[src/hw/rtl/throttle_link_slew_limiter_assert.svh]
// Assertion macros shared by the slew limiter RTL.
// Included by modules that check their own control logic; no other dependencies.
`ifndef THROTTLE_LINK_SLEW_LIMITER_ASSERT_SVH
`define THROTTLE_LINK_SLEW_LIMITER_ASSERT_SVH
`ifndef SYNTHESIS
// Clocked check, off while reset is asserted.
`define TLS_ASSERT_CLK(lbl, clk, rst_n, prop, msg) \
    lbl: assert property (@(posedge clk) disable iff (!rst_n) prop) else $error(msg);
// Clocked check that also holds through reset.
`define TLS_ASSERT_ALWAYS(lbl, clk, prop, msg) \
    lbl: assert property (@(posedge clk) prop) else $error(msg);
`else
`define TLS_ASSERT_CLK(lbl, clk, rst_n, prop, msg)
`define TLS_ASSERT_ALWAYS(lbl, clk, prop, msg)
`endif
`endif

[src/hw/rtl/tls_pkg.sv]
// Package for the throttle link slew limiter: widths, register map, reset values,
// interface structs and the divide-by-255 helper. No dependencies.
package tls_pkg;

    localparam int TIME_W    = 32;
    localparam int PROD_W    = 40;   // elapsed (32b) times command range (8b)
    localparam int SWEEP_W   = 16;
    localparam int STEP_W    = 16;
    localparam int CMD_W     = 8;
    localparam int TGT_W     = 9;    // min_command plus scaled throttle
    localparam int PADDR_W   = 5;
    localparam int PDATA_W   = 32;
    localparam int IDX_W     = 3;
    localparam int DIV_CNT_W = 6;
    localparam logic [DIV_CNT_W-1:0] DIV_LAST = DIV_CNT_W'(PROD_W - 1);

    localparam logic [STEP_W-1:0] STEP_MAX = '1;

    // Register indexes (byte address is 4 * index)
    localparam logic [IDX_W-1:0] REG_READ_TIMEOUT  = 3'd0;
    localparam logic [IDX_W-1:0] REG_POWER_TIMEOUT = 3'd1;
    localparam logic [IDX_W-1:0] REG_MIN_COMMAND   = 3'd2;
    localparam logic [IDX_W-1:0] REG_MAX_COMMAND   = 3'd3;
    localparam logic [IDX_W-1:0] REG_COMMAND_RANGE = 3'd4;
    localparam logic [IDX_W-1:0] REG_FULL_SWEEP    = 3'd5;
    localparam logic [IDX_W-1:0] REG_RELEASE_MULT  = 3'd6;

    localparam logic [15:0] RST_READ_TIMEOUT  = 16'd500;
    localparam logic [15:0] RST_POWER_TIMEOUT = 16'd1000;
    localparam logic [7:0]  RST_MIN_COMMAND   = 8'd0;
    localparam logic [7:0]  RST_MAX_COMMAND   = 8'd180;
    localparam logic [7:0]  RST_COMMAND_RANGE = 8'd180;
    localparam logic [15:0] RST_FULL_SWEEP    = 16'd2000;
    localparam logic [3:0]  RST_RELEASE_MULT  = 4'd2;

    typedef struct packed {
        logic [15:0]        read_timeout_ms;
        logic [15:0]        power_timeout_ms;
        logic [CMD_W-1:0]   min_command;
        logic [CMD_W-1:0]   max_command;
        logic [7:0]         command_range;
        logic [SWEEP_W-1:0] full_sweep_ms;
        logic [3:0]         release_multiplier;
    } cfg_t;

    typedef struct packed {
        logic start;
    } div_ctrl_t;

    typedef struct packed {
        logic busy;
        logic done;
    } div_stat_t;

    // floor(x / 255) for x up to 255 * 255, by reciprocal with correction
    function automatic logic [7:0] div255(input logic [15:0] x);
        logic [15:0] sum;
        begin
            sum = x + {8'd0, x[15:8]} + 16'd1;
            return sum[15:8];
        end
    endfunction

endpackage

[src/hw/rtl/tls_cfg.sv]
// APB-style configuration register file for the slew limiter.
// Depends on tls_pkg for the register map, reset values and cfg_t.
module tls_cfg
    import tls_pkg::*;
(
    input  logic               aclk,
    input  logic               aresetn,
    input  logic               psel,
    input  logic               penable,
    input  logic               pwrite,
    input  logic [PADDR_W-1:0] paddr,
    input  logic [PDATA_W-1:0] pwdata,
    output logic [PDATA_W-1:0] prdata,
    output logic               pready,
    output cfg_t               cfg
);

    cfg_t             cfg_reg;
    logic             wr_en;
    logic [IDX_W-1:0] idx;

    assign pready = 1'b1;
    assign wr_en  = psel & penable & pwrite & pready;
    assign idx    = paddr[PADDR_W-1:2];
    assign cfg    = cfg_reg;

    always_ff @(posedge aclk) begin
        if (!aresetn) begin
            cfg_reg.read_timeout_ms    <= RST_READ_TIMEOUT;
            cfg_reg.power_timeout_ms   <= RST_POWER_TIMEOUT;
            cfg_reg.min_command        <= RST_MIN_COMMAND;
            cfg_reg.max_command        <= RST_MAX_COMMAND;
            cfg_reg.command_range      <= RST_COMMAND_RANGE;
            cfg_reg.full_sweep_ms      <= RST_FULL_SWEEP;
            cfg_reg.release_multiplier <= RST_RELEASE_MULT;
        end else if (wr_en) begin
            unique case (idx)
                REG_READ_TIMEOUT:  cfg_reg.read_timeout_ms    <= pwdata[15:0];
                REG_POWER_TIMEOUT: cfg_reg.power_timeout_ms   <= pwdata[15:0];
                REG_MIN_COMMAND:   cfg_reg.min_command        <= pwdata[7:0];
                REG_MAX_COMMAND:   cfg_reg.max_command        <= pwdata[7:0];
                REG_COMMAND_RANGE: cfg_reg.command_range      <= pwdata[7:0];
                REG_FULL_SWEEP:    cfg_reg.full_sweep_ms      <= pwdata[15:0];
                REG_RELEASE_MULT:  cfg_reg.release_multiplier <= pwdata[3:0];
                default: ;
            endcase
        end
    end

    always_comb begin
        unique case (idx)
            REG_READ_TIMEOUT:  prdata = {16'd0, cfg_reg.read_timeout_ms};
            REG_POWER_TIMEOUT: prdata = {16'd0, cfg_reg.power_timeout_ms};
            REG_MIN_COMMAND:   prdata = {24'd0, cfg_reg.min_command};
            REG_MAX_COMMAND:   prdata = {24'd0, cfg_reg.max_command};
            REG_COMMAND_RANGE: prdata = {24'd0, cfg_reg.command_range};
            REG_FULL_SWEEP:    prdata = {16'd0, cfg_reg.full_sweep_ms};
            REG_RELEASE_MULT:  prdata = {28'd0, cfg_reg.release_multiplier};
            default:           prdata = '0;
        endcase
    end

endmodule

[src/hw/rtl/tls_div.sv]
// Shared restoring divider, one quotient bit per cycle.
// Depends on tls_pkg for widths and the divider control/status structs.
module tls_div
    import tls_pkg::*;
(
    input  logic               aclk,
    input  logic               aresetn,
    input  div_ctrl_t          div_ctrl,
    input  logic [PROD_W-1:0]  dividend,
    input  logic [SWEEP_W-1:0] divisor,
    output div_stat_t          div_stat,
    output logic [PROD_W-1:0]  quotient,
    output logic               rem_nz
);

    logic                 busy_reg;
    logic                 done_reg;
    logic [DIV_CNT_W-1:0] cnt_reg;
    logic [SWEEP_W-1:0]   rem_reg;
    logic [PROD_W-1:0]    quo_reg;

    logic [SWEEP_W:0]     trial;
    logic [SWEEP_W:0]     diff;
    logic                 fits;

    // Shift the next dividend bit into the partial remainder and try a subtract
    assign trial = {rem_reg, quo_reg[PROD_W-1]};
    assign diff  = trial - {1'b0, divisor};
    assign fits  = trial >= {1'b0, divisor};

    always_ff @(posedge aclk) begin
        if (!aresetn) begin
            busy_reg <= 1'b0;
            done_reg <= 1'b0;
            cnt_reg  <= '0;
        end else begin
            done_reg <= 1'b0;
            if (div_ctrl.start) begin
                busy_reg <= 1'b1;
                cnt_reg  <= '0;
            end else if (busy_reg) begin
                cnt_reg <= cnt_reg + 1'b1;
                if (cnt_reg == DIV_LAST) begin
                    busy_reg <= 1'b0;
                    done_reg <= 1'b1;
                end
            end
        end
    end

    always_ff @(posedge aclk) begin
        if (div_ctrl.start) begin
            rem_reg <= '0;
            quo_reg <= dividend;
        end else if (busy_reg) begin
            rem_reg <= fits ? diff[SWEEP_W-1:0] : trial[SWEEP_W-1:0];
            quo_reg <= {quo_reg[PROD_W-2:0], fits};
        end
    end

    assign div_stat.busy = busy_reg;
    assign div_stat.done = done_reg;
    assign quotient      = quo_reg;
    assign rem_nz        = rem_reg != '0;

endmodule

[src/hw/rtl/throttle_link_slew_limiter.sv]
// Path from input accept to m_tvalid: multiply, target, 40-step divide, step, finish.
// One item at a time: the shared restoring divider, one quotient bit per
// cycle over the 40-bit slew numerator, keeps the sequencer busy. s_tready is high only when idle.
// A finished item waits in the output register; the next input is taken meanwhile.
// Reset (aresetn, synchronous, active low) clears held throttle, times, command, the
// sequencer and m_tvalid, and loads the configuration registers with their defaults.
module throttle_link_slew_limiter
    import tls_pkg::*;
(
    input  logic               aclk,
    input  logic               aresetn,
    // input items
    input  logic               s_tvalid,
    output logic               s_tready,
    input  logic [39:0]        s_tdata,   // [7:0] throttle_byte, [39:8] now_ms
    input  logic               s_tuser,   // [0] byte_arrived
    // result items
    output logic               m_tvalid,
    input  logic               m_tready,
    output logic [23:0]        m_tdata,   // [7:0] motor_command, [8] power_enable,
                                          // [16:9] held_throttle, [23:17] zero
    // configuration
    input  logic               psel,
    input  logic               penable,
    input  logic               pwrite,
    input  logic [PADDR_W-1:0] paddr,
    input  logic [PDATA_W-1:0] pwdata,
    output logic [PDATA_W-1:0] prdata,
    output logic               pready
);

`include "throttle_link_slew_limiter_assert.svh"

    typedef enum logic [5:0] {
        S_IDLE = 6'b000001,
        S_MUL  = 6'b000010,
        S_LOAD = 6'b000100,
        S_DIV  = 6'b001000,
        S_STEP = 6'b010000,
        S_FIN  = 6'b100000
    } state_t;

    cfg_t      cfg;
    div_ctrl_t div_ctrl;
    div_stat_t div_stat;

    state_t state_reg, state_next;

    // architectural state
    logic [7:0]        held_reg;
    logic [TIME_W-1:0] last_byte_reg;
    logic [TIME_W-1:0] last_tick_reg;
    logic [CMD_W-1:0]  cmd_reg;

    // per-item working registers
    logic              arrived_reg;
    logic [7:0]        byte_reg;
    logic [TIME_W-1:0] now_reg;
    logic [TIME_W-1:0] elapsed_reg;
    logic [TIME_W-1:0] silence_reg;
    logic              power_reg;
    logic [PROD_W-1:0] prod_reg;
    logic [TGT_W-1:0]  target_reg;
    logic [STEP_W-1:0] step_reg;

    // output register
    logic              m_tvalid_reg;
    logic [23:0]       m_tdata_reg;

    logic              in_accept;
    logic              out_free;
    logic              fin_go;

    logic [TIME_W-1:0] now_in;
    logic [7:0]        held_new;
    logic [PROD_W-1:0] quotient;
    logic              rem_nz;
    logic [PROD_W:0]   step_ceil;
    logic [STEP_W-1:0] step_base;
    logic [STEP_W+3:0] step_mult;
    logic [STEP_W-1:0] step_new;
    logic [15:0]       held_x_range;
    logic [TGT_W-1:0]  cmd_ext;
    logic [TGT_W-1:0]  cand;
    logic [TGT_W-1:0]  next_cmd;

    tls_cfg u_cfg (
        .aclk    (aclk),
        .aresetn (aresetn),
        .psel    (psel),
        .penable (penable),
        .pwrite  (pwrite),
        .paddr   (paddr),
        .pwdata  (pwdata),
        .prdata  (prdata),
        .pready  (pready),
        .cfg     (cfg)
    );

    tls_div u_div (
        .aclk     (aclk),
        .aresetn  (aresetn),
        .div_ctrl (div_ctrl),
        .dividend (prod_reg),
        .divisor  (cfg.full_sweep_ms),
        .div_stat (div_stat),
        .quotient (quotient),
        .rem_nz   (rem_nz)
    );

    assign s_tready  = state_reg == S_IDLE;
    assign in_accept = s_tvalid & s_tready;
    assign out_free  = !m_tvalid_reg || m_tready;
    assign fin_go    = (state_reg == S_FIN) && out_free;
    assign now_in    = s_tdata[39:8];

    assign div_ctrl.start = state_reg == S_LOAD;

    // Sequencer: one item walks through every state; finish waits for the output slot
    always_comb begin
        state_next = state_reg;
        unique case (state_reg)
            S_IDLE: if (in_accept) state_next = S_MUL;
            S_MUL:  state_next = S_LOAD;
            S_LOAD: state_next = S_DIV;
            S_DIV:  if (div_stat.done) state_next = S_STEP;
            S_STEP: state_next = S_FIN;
            S_FIN:  if (out_free) state_next = S_IDLE;
            default: state_next = S_IDLE;
        endcase
    end

    always_ff @(posedge aclk) begin
        if (!aresetn) begin
            state_reg <= S_IDLE;
        end else begin
            state_reg <= state_next;
        end
    end

    // Timeout check: a fresh byte restarts the silence; a long silence drops the throttle
    always_comb begin
        held_new = arrived_reg ? byte_reg : held_reg;
        if (silence_reg > {16'd0, cfg.read_timeout_ms}) begin
            held_new = '0;
        end
    end

    // Target: min plus floor(held * range / 255)
    assign held_x_range = {8'd0, held_reg} * {8'd0, cfg.command_range};

    // Step: ceil of the division, zero sweep means an instant slew, then release scaling
    assign step_ceil = {1'b0, quotient} + {{PROD_W{1'b0}}, rem_nz};
    always_comb begin
        if (cfg.full_sweep_ms == '0) begin
            step_base = STEP_MAX;
        end else if (step_ceil > {{(PROD_W + 1 - STEP_W){1'b0}}, STEP_MAX}) begin
            step_base = STEP_MAX;
        end else begin
            step_base = step_ceil[STEP_W-1:0];
        end
        step_mult = {4'd0, step_base} * {{STEP_W{1'b0}}, cfg.release_multiplier};
        if (held_reg != '0) begin
            step_new = step_base;
        end else if (step_mult > {4'd0, STEP_MAX}) begin
            step_new = STEP_MAX;
        end else begin
            step_new = step_mult[STEP_W-1:0];
        end
    end

    // Slew toward the target, bounded by the step and the command limits; power off forces min_command
    assign cmd_ext = {1'b0, cmd_reg};
    always_comb begin
        cand     = cmd_ext;
        next_cmd = cmd_ext;
        if (!power_reg) begin
            next_cmd = {1'b0, cfg.min_command};
        end else if (target_reg > cmd_ext) begin
            if ({7'd0, target_reg - cmd_ext} <= step_reg) begin
                cand = target_reg;
            end else begin
                cand = cmd_ext + step_reg[TGT_W-1:0];
            end
            next_cmd = (cand > {1'b0, cfg.max_command}) ? {1'b0, cfg.max_command} : cand;
        end else if (target_reg < cmd_ext) begin
            if ({7'd0, cmd_ext - target_reg} <= step_reg) begin
                cand = target_reg;
            end else begin
                cand = cmd_ext - step_reg[TGT_W-1:0];
            end
            next_cmd = (cand < {1'b0, cfg.min_command}) ? {1'b0, cfg.min_command} : cand;
        end
    end

    // Architectural state
    always_ff @(posedge aclk) begin
        if (!aresetn) begin
            held_reg      <= '0;
            last_byte_reg <= '0;
            last_tick_reg <= '0;
            cmd_reg       <= '0;
        end else begin
            if (state_reg == S_MUL) begin
                held_reg <= held_new;
                if (arrived_reg) begin
                    last_byte_reg <= now_reg;
                end
            end
            if (fin_go) begin
                cmd_reg       <= next_cmd[CMD_W-1:0];
                last_tick_reg <= now_reg;
            end
        end
    end

    // Per-item working registers
    always_ff @(posedge aclk) begin
        if (in_accept) begin
            arrived_reg <= s_tuser;
            byte_reg    <= s_tdata[7:0];
            now_reg     <= now_in;
            elapsed_reg <= now_in - last_tick_reg;
            silence_reg <= s_tuser ? '0 : now_in - last_byte_reg;
        end
        if (state_reg == S_MUL) begin
            prod_reg  <= {{(PROD_W - TIME_W){1'b0}}, elapsed_reg}
                       * {{(PROD_W - 8){1'b0}}, cfg.command_range};
            power_reg <= silence_reg < {16'd0, cfg.power_timeout_ms};
        end
        if (state_reg == S_LOAD) begin
            target_reg <= {1'b0, cfg.min_command} + {1'b0, div255(held_x_range)};
        end
        if (state_reg == S_STEP) begin
            step_reg <= step_new;
        end
    end

    // Output register: load on finish, drop valid once taken
    always_ff @(posedge aclk) begin
        if (!aresetn) begin
            m_tvalid_reg <= 1'b0;
        end else if (fin_go) begin
            m_tvalid_reg <= 1'b1;
        end else if (m_tready) begin
            m_tvalid_reg <= 1'b0;
        end
    end

    always_ff @(posedge aclk) begin
        if (fin_go) begin
            m_tdata_reg <= {7'd0, held_reg, power_reg, next_cmd[CMD_W-1:0]};
        end
    end

    assign m_tvalid = m_tvalid_reg;
    assign m_tdata  = m_tdata_reg;

    // The divider only finishes while the sequencer waits for it
    `TLS_ASSERT_CLK(a_div_done_in_wait, aclk, aresetn, div_stat.done |-> state_reg == S_DIV, "divider done outside wait state")
    // No item is accepted while the shared divider is running
    `TLS_ASSERT_CLK(a_no_accept_busy, aclk, aresetn, s_tready |-> !div_stat.busy, "ready while divider busy")
    // A finished item always lands in the output register
    `TLS_ASSERT_CLK(a_fin_loads_out, aclk, aresetn, fin_go |=> m_tvalid_reg, "finished item not presented")
    // Reset leaves the sequencer idle
    `TLS_ASSERT_ALWAYS(a_reset_idle, aclk, !aresetn |=> state_reg == S_IDLE, "sequencer not idle after reset")

endmodule

[config.mk]
export PLATFORM = sky130hd
export DESIGN_NAME = throttle_link_slew_limiter
export DESIGN_NICKNAME = d
export VERILOG_FILES = /design/src/hw/rtl/tls_pkg.sv /design/src/hw/rtl/tls_cfg.sv /design/src/hw/rtl/tls_div.sv /design/src/hw/rtl/throttle_link_slew_limiter.sv
export VERILOG_INCLUDE_DIRS = /design/src /design/src/hw/rtl
export SDC_FILE = /design/constraint.sdc
export NUM_CORES = 2
export LEC_CHECK = 0
export ABC_CLOCK_PERIOD_IN_PS = 9790
export BUFFER_PORTS_ARGS = -buffer_cell sky130_fd_sc_hd__buf_4
export CAP_MARGIN = 20
export CORE_ASPECT_RATIO = 1.4
export CORE_UTILIZATION = 55
export CTS_CLUSTER_DIAMETER = 80
export CTS_CLUSTER_SIZE = 40
export DETAILED_ROUTE_END_ITERATION = 6
export GPL_TIMING_DRIVEN = 1
export PLACE_DENSITY = 0.72
export SLEW_MARGIN = 25
export SYNTH_ARGS = -nofsm -noshare
export SYNTH_HDL_FRONTEND = slang
export SYNTH_HIERARCHICAL = 1
export SYNTH_SLANG_ARGS = --single-unit
export TNS_END_PERCENT = 10
[constraint.sdc]
create_clock -name aclk -period 9.79 [get_ports aclk]
set_input_delay 0.979 -clock aclk [delete_from_list [all_inputs] [get_ports aclk]]
set_output_delay 0.979 -clock aclk [all_outputs]
set_load 0.03 [all_outputs]
# Word level (Yosys, flattened, before mapping)
# Cells that the tools add are included.
# totals
regBits	415
inputBits	85
output_inout_bits	59
wordCells	129
# op_classes
add_sub_neg	12
n_mul	3
magnitude_cmp	11
n_eq_ne	16
n_mux	32
bitwise_logic	5
reduce_logical	22
# ops
cell	n
16-bit one-hot mux with 7 select lines	1
16-bit two-way mux	5
40-bit two-way mux	2
32-bit subtractor	2
9-bit two-way mux	7
8-bit two-way mux	7
40-bit by 1-bit adder with 41-bit output	1
41-bit by 16-bit greater-than comparator with 1-bit output (second input constant)	1
32-bit by 8-bit multiplier with 40-bit output	1
6-bit one-hot mux with 6 select lines	1
32-bit by 16-bit greater-than comparator with 1-bit output	1
9-bit by 16-bit <= comparator with 1-bit output	2
32-bit by 16-bit < comparator with 1-bit output	1
20-bit by 16-bit greater-than comparator with 1-bit output (second input constant)	1
16-bit by 4-bit multiplier with 20-bit output	1
9-bit by 8-bit greater-than comparator with 1-bit output	2
9-bit by 8-bit < comparator with 1-bit output	2
6-bit two-way mux	3
2-bit AND reduction	9
8-bit by 9-bit subtractor with 9-bit output	2
17-bit by 16-bit greater-or-equal comparator with 1-bit output	1
16-bit by 1-bit adder with 16-bit output (second input constant)	1
16-bit by 8-bit adder with 16-bit output	1
16-bit logical NOT	1
30 further kinds	45

# Depth between registers and ports, before layout
# logic_depth
word_depth	11
depth_mapped	34
depth_no_buf	33

# Hierarchy
# Netlist, hierarchy kept.
# by_module_without_submodules
module	instances	cells_per_inst	area_per_inst_um2	seq_area_each_um2
throttle_link_slew_limiter	1	3323	29515.8	7387.1
tls_cfg	1	403	3688.5	1521.5
tls_div	1	324	3659.8	1681.6

# Worst setup path before layout
# OpenSTA, ideal clock, no wires.
# synth_timing
path_type	register to register
start	register u_cfg.cfg_reg, in the netlist u_cfg/cfg[24]
end	register target_reg[8], data pin
setup_ns	0.257
arrival_ns	6.721
required_ns	9.533
path_slack_ns	2.812
stages_incl_launch_ff	31
n_path_buf	1
path_cell_list	dfxtp_1 > clkbuf_1 > and2_1 > fa_1 > fa_1 > inv_1 > fa_1 > fa_1 > inv_1 > ha_1 > a21oi_1 > o21bai_1 > a2111oi_0 > o311ai_0 > a21oi_1 > xnor2_1 > ha_1 > o2111ai_1 > o21ai_0 > nand3_1 > nor4_1 > xor2_1 > ha_1 > inv_1 > nor2_1 > nor2_1 > o21bai_1 > a21oi_1 > nor2b_1 > o21ai_0 > nand2b_1
# synth_between
elab_chain_len	4
# synth_lines
item	line_no	text
start, declared	tls_cfg.sv:18	cfg_t cfg_reg;
8-bit by 8-bit multiplier with 16-bit output	throttle_link_slew_limiter.sv:150	assign held_x_range = {8'd0, held_reg} * {8'd0, cfg.command_range};
16-bit by 8-bit adder with 16-bit output	tls_pkg.sv:59	sum = x + {8'd0, x[15:8]} + 16'd1;
16-bit by 1-bit adder with 16-bit output	tls_pkg.sv:59	
8-bit by 8-bit adder with 9-bit output	throttle_link_slew_limiter.sv:232	target_reg <= {1'b0, cfg.min_command} + {1'b0, div255(held_x_range)};
end signal, assigned	throttle_link_slew_limiter.sv:232	
end, declared	throttle_link_slew_limiter.sv:63	logic [TGT_W-1:0] target_reg;
# No other way between the ends.
# A chain may end at the register's enable or synchronous reset.

# Worst setup path after layout
# layout_timing
start	register u_div.rem_reg[7]
end	register step_reg[14], data pin
# layout_between
elab_chain_len	9
# layout_lines
item	line_no	text
start, declared	tls_div.sv:19	logic [SWEEP_W-1:0] rem_reg;
start signal, assigned	tls_div.sv:56	rem_reg <= fits ? diff[SWEEP_W-1:0] : trial[SWEEP_W-1:0];
16-bit nonzero test *	tls_div.sv:64	assign rem_nz = rem_reg != '0;
net rem_nz	throttle_link_slew_limiter.sv:77	logic rem_nz;
40-bit by 1-bit adder with 41-bit output *	throttle_link_slew_limiter.sv:153	assign step_ceil = {1'b0, quotient} + {{PROD_W{1'b0}}, rem_nz};
41-bit by 16-bit greater-than comparator with 1-bit output	throttle_link_slew_limiter.sv:157	end else if (step_ceil > {{(PROD_W + 1 - STEP_W){1'b0}}, STEP_MAX}) begin
16-bit two-way mux *	throttle_link_slew_limiter.sv:157	
16-bit two-way mux *	throttle_link_slew_limiter.sv:155	if (cfg.full_sweep_ms == '0) begin
16-bit by 4-bit multiplier with 20-bit output	throttle_link_slew_limiter.sv:162	step_mult = {4'd0, step_base} * {{STEP_W{1'b0}}, cfg.release_multiplier};
20-bit by 16-bit greater-than comparator with 1-bit output	throttle_link_slew_limiter.sv:165	end else if (step_mult > {4'd0, STEP_MAX}) begin
16-bit two-way mux	throttle_link_slew_limiter.sv:165	
16-bit two-way mux *	throttle_link_slew_limiter.sv:163	if (held_reg != '0) begin
net step_new[14]	throttle_link_slew_limiter.sv:81	logic [STEP_W-1:0] step_new;
end signal, assigned	throttle_link_slew_limiter.sv:235	step_reg <= step_new;
end, declared	throttle_link_slew_limiter.sv:64	logic [STEP_W-1:0] step_reg;
# Mark *: on every way through the listed nets, which the timed path passes. The rest lies on a longest branch.

==> summary.md <==
| Metric | Value |
|---|---|
| Total grt overflow | `0` |
| Total core area | `0.0658 sq mm` |
| Sum of negative setup slack | `0 ns` |
| Fin area | `0.0390 sq mm` |
| Ys Warns | `6` |
| Via-to-Cell Ratio | `5.84` |
| Clock skew | `0.0747 ns` |
| Violated checks | `DRC` |
| CP Max Fanout | `10` |
| Hold WC Path Type | `reg2reg` |
| Period minus WS final | `8.85 ns` |
| Row count | `111` |
| Initial antenna violation count | `2` |
| Critical Path AT | `9.13 ns` |
| Synthesized cell area | `0.0369 sq mm` |
| Postcts setup bufs | `0` |
| Synth Instances | `4049` |
| FMAX | `0.113 GHz` |
| Share of post-route cells with drive strength above 1 | `6.63%` |
| Max Root-Sink Buffers | `3` |
| Root Driver | `clkbuf_16` |
| Router iterations before antenna repair | `7` |
| Static leakage | `0.0169 uW` |
| Filler cells | `5810` |
| Initial Util | `56.0%` |
| Via count | `28600` |
| Final setup viols | `0` |
| Inserted Clock Buffers | `23` |
| Crit. End Element | `register` |
| TritonCTS clock tree | `done` |
| Post-synthesis average cell area | `9.10 sq um` |
| Area grow syn2layout | `5.94%` |
| Status | `finished with violations` |
| Die footprint | `0.0681 sq mm` |
| Clock sink total | `415` |
| Vias in the first global route | `28600` |
| GP Congestion | `0.936` |
| Max-cap violations | `0` |
| Power per Cell Area | `208 mW/mm^2` |
| Worst-Margin Slew | `1.03 ns` |
| Count of final hold-check violations | `0` |
| Largest register FFs | `76` |
| CTS H-Tree Depth | `1` |
| DRC marker count from the first detailed-route iteration | `1744` |
| Remaining antenna violation count | `0` |
| WS Path Type | `reg2reg` |
| Drt wl/cell | `18.3 um` |
| Die Width | `221 um` |
| CP required | `10.07 ns` |
| IO Pins | `144` |
| Final #Nets | `4687` |
| Die Y | `308 um` |
| CTS clk-pin slew, worst paths | `0.11 ns` |
| Startpoint Class | `register` |
| Max Slew Vio Count | `0` |
| Maximum vdd drop | `0.203 mV` |
| RSZ-0062 raised after global routing | `no` |
| DP Wirelength | `71000 um` |
| GR Util All Layers | `26.6%` |
| Rel. slew slack | `31.3%` |
| Port Buffer Count | `101` |
| # hold bufs at CTS | `0` |
| Worst setup margin | `0.942 ns` |
| Post-place setup slack | `1.06 ns` |
| Pin count of the biggest net entering global routing | `115` |
| Remaining DRCs | `2` |
| CTS resizes | `0` |
| Clk Latency, worst-skew pair | `0.64 ns` |
| Placed Instance Area | `0.0381 sq mm` |
| First-pass GRT wire length | `145000 um` |
| Period utilisation layout | `90.4%` |
| Final hold slack | `0.472 ns` |
| Routed wire length | `89800 um` |
==> final timing paths <==
check,start,endpoint,slack [ns],cells after the start
worst max-delay path,u_div/rem_reg[7],step_reg[14],0.94,26
worst min-delay path,last_byte_reg[28],last_byte_reg[28],0.47,2
worst max register to register,u_div/rem_reg[7],step_reg[14],0.94,26
worst min register to register,last_byte_reg[28],last_byte_reg[28],0.47,2
==> metrics by stage <==
step	std cells	utilization [%]	power, uW
after global routing	4902	59.3	8810
after floorplan	4070	-	5890
after detailed placement	4860	57.8	6890
after CTS	4902	59.3	8190
final	4903	59.3	8120
after global placement	4860	57.8	6780
==> cell usage in the layout, fill, tap and decap left out, types with 118 or more instances in the layout <==
cell type / instances
ha_1: 312
and2_1: 199
edfxtp_1: 228
nor2_1: 167
dfxtp_1: 184
inv_1: 484
a21oi_1: 160
o21ai_0: 137
buf_4: 118
nand2_1: 557
fa_1: 252
==> critical path: stages, from the launching register on <==
cell and delay, ns:
dfxtp_1 0.36, nor4_1 0.44, nand4_1 0.48, ha_1 0.36
and3_1 0.26, nand3_1 0.31, or4_1 0.17, nand4_1 0.08
a2111oi_0 0.43, o2111ai_1 0.26, nor4_1 0.70, and2_1 0.33
nor2b_1 0.09, fa_1 0.48, inv_1 0.05, fa_1 0.52
inv_1 0.04, ha_1 0.32, nor2b_1 0.14, o21a_1 0.17
o21ai_0 0.30, a31oi_1 0.19, o31a_1 0.32, o211ai_1 0.19
o211ai_1 0.40, nor3_1 0.88, a22oi_1 0.20
==> area by class of cell <==
type                            instances  area [sq um]  share of cell area, %
Timing Repair Buffer                  119           897                   2.30
Inverter                              487          1830                   4.68
Multi-Input combinational cell       2992         23700                   60.7
Sequential cell                       415         10600                   27.1
Clock inverter                         19           400                   1.03
Clock buffer                           23           576                   1.47
Antenna cell                            1          2.50                0.00641
Tap cell                              847          1060                   2.71
==> report_power, final <==
group          switching, uW  internal [uW]  total, uW  leakage, uW
registers                165           2220       2390      0.00364
logic                   2540           1920       4450       0.0128
clock network            757            520       1280     0.000454
==> per-layer routing <==
| layer | share of wire, % | up-vias | track usage [%] |
|---|---|---|---|
| met1 | 39 | 14000 | 30.8 |
| met2 | 53 | 699 | 49.1 |
| met3 | 4.0 | 187 | 2.73 |
| met4 | 4.0 | 4 | 10.7 |
| met5 | 0.038 | - | 0 |
| li1 | - | 13700 | - |
Power figures use the tool's default switching activity.
